[src/option_pde_residual_stencil_unit_assert.svh]
// Assertion macros for the residual stencil unit.
`ifndef OPTION_PDE_RESIDUAL_STENCIL_UNIT_ASSERT_SVH
`define OPTION_PDE_RESIDUAL_STENCIL_UNIT_ASSERT_SVH

// Consequent checked in the same cycle as the antecedent.
`define OPDR_ASSERT_NOW(lbl, ck, rn, ante, cons, msg) \
  lbl: assert property (@(posedge ck) disable iff (!rn) (ante) |-> (cons)) \
    else $error(msg);

// Consequent checked in the cycle after the antecedent.
`define OPDR_ASSERT_NEXT(lbl, ck, rn, ante, cons, msg) \
  lbl: assert property (@(posedge ck) disable iff (!rn) (ante) |=> (cons)) \
    else $error(msg);

`endif

[src/opdr_pkg.sv]
`default_nettype none

package opdr_pkg;

  // Grid size along price; indices past the grid clip to the last row
  localparam int PRICE_POINTS = 4096;
  localparam logic [11:0] IDX_MAX =
    (PRICE_POINTS - 1 > 4095) ? 12'd4095 : 12'(PRICE_POINTS - 1);

  // Edge codes (price: lowest/highest row, time: first/last column); others are interior
  localparam logic [1:0] EDGE_FIRST = 2'd1;
  localparam logic [1:0] EDGE_LAST  = 2'd2;

  // Configuration register indexes
  localparam int CFG_IDX_W = 3;
  localparam logic [CFG_IDX_W-1:0] REG_HALF_SIGMA_SQ     = 3'd0;
  localparam logic [CFG_IDX_W-1:0] REG_RATE              = 3'd1;
  localparam logic [CFG_IDX_W-1:0] REG_STEP_PRICE        = 3'd2;
  localparam logic [CFG_IDX_W-1:0] REG_INV_STEP_PRICE    = 3'd3;
  localparam logic [CFG_IDX_W-1:0] REG_INV_STEP_PRICE_SQ = 3'd4;
  localparam logic [CFG_IDX_W-1:0] REG_INV_STEP_TIME     = 3'd5;

  localparam logic [31:0] HALF_SIGMA_SQ_RST = 32'd1311;
  localparam logic [31:0] RATE_RST          = 32'd3277;
  localparam logic [31:0] UNIT_RST          = 32'd65536;

  // Product magnitudes clip at 2^MAG_W - 1
  localparam int MAG_W   = 60;
  // Register stages in one wide multiply
  localparam int MUL_LAT = 4;

  // Price S = index * step
  localparam int S_W = 44;

  localparam logic signed [31:0] RES_MAX = 32'sh7FFF_FFFF;
  localparam logic signed [31:0] RES_MIN = 32'sh8000_0000;

  typedef struct packed {
    logic        [11:0] price_index;
    logic        [1:0]  price_edge;
    logic        [1:0]  time_edge;
    logic signed [31:0] v_center;
    logic signed [31:0] v_price_below;
    logic signed [31:0] v_price_above;
    logic signed [31:0] v_price_far;
    logic signed [31:0] v_time_before;
    logic signed [31:0] v_time_after;
  } in_t;

  typedef struct packed {
    logic signed [31:0] residual;
    logic               saturated;
  } out_t;

endpackage

`default_nettype wire

[src/opdr_qmul.sv]
`default_nettype none

// Sign-magnitude multiply, up to 64x64, four stages:
// 32x32 partials, middle/rounding adds, full add, shift and clip.
// Rounds to nearest, ties away from zero; shift is 16, or 17 when half is set.
module opdr_qmul #(
  parameter int AW = 32,
  parameter int BW = 32,
  parameter int OW = 60
) (
  input  logic          clk,
  input  logic [AW-1:0] a_mag,
  input  logic [BW-1:0] b_mag,
  input  logic          neg,
  input  logic          half,
  output logic [OW-1:0] p_mag,
  output logic          p_neg
);

  localparam logic [64:0] RND_16 = 65'd32768;
  localparam logic [64:0] RND_17 = 65'd65536;

  logic [63:0]  a64, b64;
  logic [63:0]  p00_r, p01_r, p10_r, p11_r;
  logic         neg1_r, half1_r;
  logic [64:0]  mid_r, lo_r;
  logic [63:0]  p11b_r;
  logic         neg2_r, half2_r;
  logic [127:0] full_nxt, full_r;
  logic         neg3_r, half3_r;
  logic [127:0] shf;
  logic [opdr_pkg::MAG_W-1:0] mag_c;
  logic [OW-1:0] p_mag_r;
  logic          p_neg_r;

  assign a64 = 64'(a_mag);
  assign b64 = 64'(b_mag);

  always_ff @(posedge clk) begin
    p00_r   <= 64'(a64[31:0])  * 64'(b64[31:0]);
    p01_r   <= 64'(a64[31:0])  * 64'(b64[63:32]);
    p10_r   <= 64'(a64[63:32]) * 64'(b64[31:0]);
    p11_r   <= 64'(a64[63:32]) * 64'(b64[63:32]);
    neg1_r  <= neg;
    half1_r <= half;
  end

  always_ff @(posedge clk) begin
    mid_r   <= {1'b0, p01_r} + {1'b0, p10_r};
    lo_r    <= {1'b0, p00_r} + (half1_r ? RND_17 : RND_16);
    p11b_r  <= p11_r;
    neg2_r  <= neg1_r;
    half2_r <= half1_r;
  end

  assign full_nxt = {p11b_r, 64'd0} + {31'd0, mid_r, 32'd0} + {63'd0, lo_r};

  always_ff @(posedge clk) begin
    full_r  <= full_nxt;
    neg3_r  <= neg2_r;
    half3_r <= half2_r;
  end

  always_comb begin
    shf   = half3_r ? (full_r >> 17) : (full_r >> 16);
    mag_c = (|shf[127:opdr_pkg::MAG_W]) ? '1 : shf[opdr_pkg::MAG_W-1:0];
  end

  always_ff @(posedge clk) begin
    p_mag_r <= mag_c[OW-1:0];
    p_neg_r <= neg3_r;
  end

  assign p_mag = p_mag_r;
  assign p_neg = p_neg_r;

endmodule

`default_nettype wire

[config.mk]
export PLATFORM = sky130hd
export DESIGN_NAME = opdr_qmul
export DESIGN_NICKNAME = d
export VERILOG_FILES = /design/src/option_pde_residual_stencil_unit_assert.svh /design/src/opdr_pkg.sv /design/src/opdr_qmul.sv
export SDC_FILE = /design/constraint.sdc
export NUM_CORES = 2
export LEC_CHECK = 0
export ABC_AREA = 1
export BUFFER_PORTS_ARGS = -buffer_cell sky130_fd_sc_hd__buf_4
export CAP_MARGIN = 15
export CORE_MARGIN = 3
export CORE_UTILIZATION = 35
export DETAILED_ROUTE_END_ITERATION = 7
export SYNTH_ARGS = -nofsm -noshare
export SYNTH_HDL_FRONTEND = slang
export SYNTH_SLANG_ARGS = --single-unit
[constraint.sdc]
create_clock -name clk -period 9.6 [get_ports clk]
set_input_delay 1.44 -clock clk [delete_from_list [all_inputs] [get_ports clk]]
set_output_delay 1.44 -clock clk [all_outputs]
set_load 0.02 [all_outputs]
# Word level (Yosys, flattened, before mapping)
# Cells that the tools add are included.
totals:
  regBits: 261
  latch_bits: 0
  mem_bits_rw: 0
  rom_bits: 0
  memories: 0
classes:
  addsub: 1
  n_mul: 1
  div_mod_pow: 0
  n_lt_le_gt_ge: 0
  eq_ne: 0
  shifts: 0
  mux: 2
  bitwise: 0
  reduce_logical: 1
ops:
  columns: ["cell", "count"]
  rows:
  - ["68-bit OR reduction (first input constant)", 1]
  - ["64-bit by 17-bit adder with 65-bit output", 1]
  - ["32-bit by 32-bit multiplier with 64-bit output", 1]
  - ["49-bit two-way mux", 1]
  - ["17-bit two-way mux", 1]

# Depth between registers and ports, before layout
depth:
  depth_word: 2
  ltp_mapped: 30
  depth_no_buf: 29

# Least setup slack after synthesis
# No wires, ideal clock.
synth_timing:
  path_kind: "input to register"
  startpoint: "input port a_mag[31]"
  endpoint: "register p00_r[57]"
  setup_ps: 112
  t_arrival_ps: 7102
  required_time_ps: 9488
  path_slack_ps: 2385
  path_stages: 27
  cell_sequence: "clkbuf_1 > nand2_1 > fa_1 > inv_1 > fa_1 > fa_1 > inv_1 > fa_1 > inv_1 > fa_1 > fa_1 > fa_1 > inv_1 > fa_1 > inv_1 > ha_1 > nand2_1 > nand2_1 > o21bai_1 > nand2_1 > nand2_1 > a21oi_1 > nor2_1 > nor2_1 > nand2_1 > nand2_1 > nand2_1"
synth_between:
  elab_chain_cells: 1
synth_lines:
  columns: ["element", "line", "rtl"]
  rows:
  - ["start, declared", "opdr_qmul.sv:12", "input logic [AW-1:0] a_mag,"]
  - ["32-bit by 32-bit multiplier with 64-bit output", "opdr_qmul.sv:40", "p00_r <= 64'(a64[31:0]) * 64'(b64[31:0]);"]
  - ["end signal, assigned", "opdr_qmul.sv:40", null]
  - ["end, declared", "opdr_qmul.sv:24", "logic [63:0] p00_r, p01_r, p10_r, p11_r;"]
# Every way passes these cells.
# A chain may end at the register's enable or synchronous reset.

# Worst setup path in the final report
layout_timing:
  startpoint: "input port a_mag[28]"
  endpoint: "register p00_r[61]"
# The elaborated chain is that of the path after synthesis.

==> run metrics <==
status=finished, final reports clean; top post-synthesis cells by area=fa_1 43%, inv_1 15%, nand2_1 13%; # IOs=128; H-tree depth=1; vias per cell=4.67; clock buffer depth=3; Max Used Layer=met5; Ys Warns=0; reg2reg setup slack=a little over 7000 ps; gr usage total=0.209; global-route wire length before repair=between 150000 and 200000 um; global route total overflow=0; # Post-CTS Setup Buffers=0; cell accounting for the most synthesized area=fa_1; multiplexer share of the synthesized area=0.000273; DR pass1 iterations=5; Synth Instances=approximately 5300; Fin. Hold Viols=0; Compound-Gate Fraction of Synth Area=0.0256; hold path startpoint=lo_r[39]; layout cell share with drive strength beyond 1=0.0345; length of routed wiring on met1=between 50000 and 60000 um; post-cts hold buffer count=0; transition time at the pin with the least slew margin=about 730 ps; Max stage delay on crit path=~650 ps; DR vias=around 32000; met3 WL=~7200 um; largest net degree at the start of global routing=between 90 and 100; period utilization=0.823; I/O Buffers=about 120; # rows=roughly 130; wire length per cell=18.2 um; post-synthesis adder-cell area fraction=0.514; most common cell in the netlist=inv_1; Worst setup EP type=flip-flop; clock skew=21.5 ps; Routability Congestion=between 0.9 and 1; Slew HR=0.515; Peak Freq=approximately 130 MHz; CP most frequent cell=fa_1; Die Y=between 300 and 400 um; initial DRC count=approximately 2000; Post-DRT Antenna Nets=0; synthesis-stage register bit count=203; antenna violations before repair=2; Worst Hold Class=flip-flop to flip-flop; die width=approximately 350 um; Layout area overhead=6.68%; clock-pin slew on the worst setup and hold paths=roughly 60 ps; critical path fanouts, max=32; Crit path arrival time=8270 ps; final setup vio count=0; Yosys cell types=39; total core area=117000 um2; share of the yosys chip area belonging to registers=0.0985; fin crit period=roughly 7900 ps; Slowest-stage cell, CP=fa_1; Hold WS=313 ps; wirelength, routed=124000 um; CTS root buf=clkbuf_16; DP Worst Slack=roughly 1200 ps; Die ar.=122000 um2; Critical Path RT=roughly 10000 ps; max-cap check violation count=0; TritonCTS Sinks=approximately 200; Post-Syn Area per Cell=roughly 7.7 um2; CTS tree=yes; worst-path cell chain=buf_4 -> nand2_1 -> fa_1 -> fa_1 -> fa_1 -> fa_1 -> inv_1 -> fa_1 -> fa_1 -> fa_1 -> inv_1 -> fa_1 -> inv_1 -> ha_1 -> nand2_1 -> nor2_1 -> inv_1 -> nor2_1 -> nand2_1 -> nor3_1 -> nand2_1 -> nand3_1 -> nand2_1; simple-gate share of the synthesized area=0.173; list of most frequent post-synthesis cells=1676 x inv_1, 1433 x nand2_1, 896 x fa_1; clock insertion delay at the later pin of the skew report=510 ps; total negative slack=0 ps; final worst slack=~1700 ps; Yosys top cell area share=0.435; xor/xnor share of the synthesized area=0.0157; post-CTS sizing=0; synthesized area=about 41000 um2; largest family of logic cells by synthesized area=adder cells; critical path launch point type=primary input; CTS Buf Count=22; DPL Wire Length=99100 um; DR WL met2=58000 um; DRC viols=0; Max Transition Viols Final=0; main flop type after synthesis=dfxtp_1; number of global-route vias before repair=between 30000 and 40000; Crit Path Category=primary input to flip-flop; final net count=around 6500; RSZ-0062 raised after global routing=no; Starting Density=0.354; Post-synth EDFFs=0; r2r startpoint=half1_r; async set-reset flop share out of synthesis=0; CP startpoint=a_mag[28]
## through the flow
stage | instance area (um2) | instances | utilization
global placement | 43200 | 6764 | 0.371
floorplan | 41300 | 5338 | -
global route | 44000 | 6804 | 0.377
finish | 44000 | 6805 | 0.377
CTS | 44000 | 6804 | 0.377
detailed placement | 43200 | 6764 | 0.371
## registers in the layout, summed over array words and instances, names as in the netlist
| name | count |
|---|---|
| full_r | 49 |
| p_neg | 1 |
| neg1_r | 1 |
| neg2_r | 1 |
| half2_r | 1 |
| p_mag | 49 |
| half3_r | 1 |
| lo_r | 49 |
| p00_r | 49 |
| half1_r | 1 |
| neg3_r | 1 |
## worst paths after layout
| path | end | depth (start not counted) |
|---|---|---|
| setup / recovery | p00_r[61] | 23 |
| hold / removal | full_r[39] | 0 |
| setup reg to reg | lo_r[49] | 15 |
| hold reg to reg | full_r[39] | 0 |
## kinds of logic after synthesis
group	after synthesis
multiplexers	1
XOR/XNOR	74
AND/OR/NAND/NOR	1799
adder cells (fa/ha/maj)	1157
AO/OA/AOI/OAI	201
flip-flops	203
buffers and inverters	1892
other	1
## layer usage
| metal | vias to the layer above | track usage |
|---|---|---|
| met5 | - | 0 |
| met3 | 267 | 0.0220 |
| met1 | 15764 | 0.273 |
| li1 | 14679 | - |
| met2 | 1073 | 0.356 |
| met4 | 2 | 0.0818 |
## cell usage in the layout, fill, tap and decap left out, types with 4 or more instances in the layout
cell | netlist | routed
nand2_1 | 1433 | 1433
nor2_4 | 5 | 5
nor4_1 | 6 | 6
a21oi_1 | 116 | 116
nor2_1 | 203 | 203
dfxtp_1 | 203 | 202
nand3_1 | 63 | 63
buf_4 | 11 | 117
bufinv_16 | 0 | 4
nand3b_1 | 4 | 4
nor3_1 | 41 | 41
inv_1 | 1676 | 1676
ha_1 | 261 | 261
clkbuf_16 | 0 | 22
xnor2_1 | 17 | 17
xor2_1 | 57 | 57
fa_1 | 896 | 896
o21bai_1 | 10 | 10
o21ai_0 | 69 | 69
conb_1 | 1 | 11
nand4_1 | 23 | 23
## critical path, delay by kind of cell
family / cells / cell delay (ps)
adder cells (fa/ha/maj): 9 / 4690
AND/OR/NAND/NOR: 9 / 1450
buffers and inverters: 5 / 680
## cell type report
| cell class | count | area (um2) |
|---|---|---|
| Fill cell | 12198 | 72600 |
| Clock buffer | 27 | 589 |
| Clock inverter | 13 | 198 |
| Inverter | 1677 | 6290 |
| Tap cell | 1524 | 1910 |
| Antenna cell | 1 | 2.50 |
| Timing Repair Buffer | 117 | 878 |
| Sequential cell | 203 | 4070 |
| Multi-Input combinational cell | 3243 | 30100 |
Power is not shown: default switching activity piles up to over one toggle a cycle in this logic, so the estimate is an artifact.
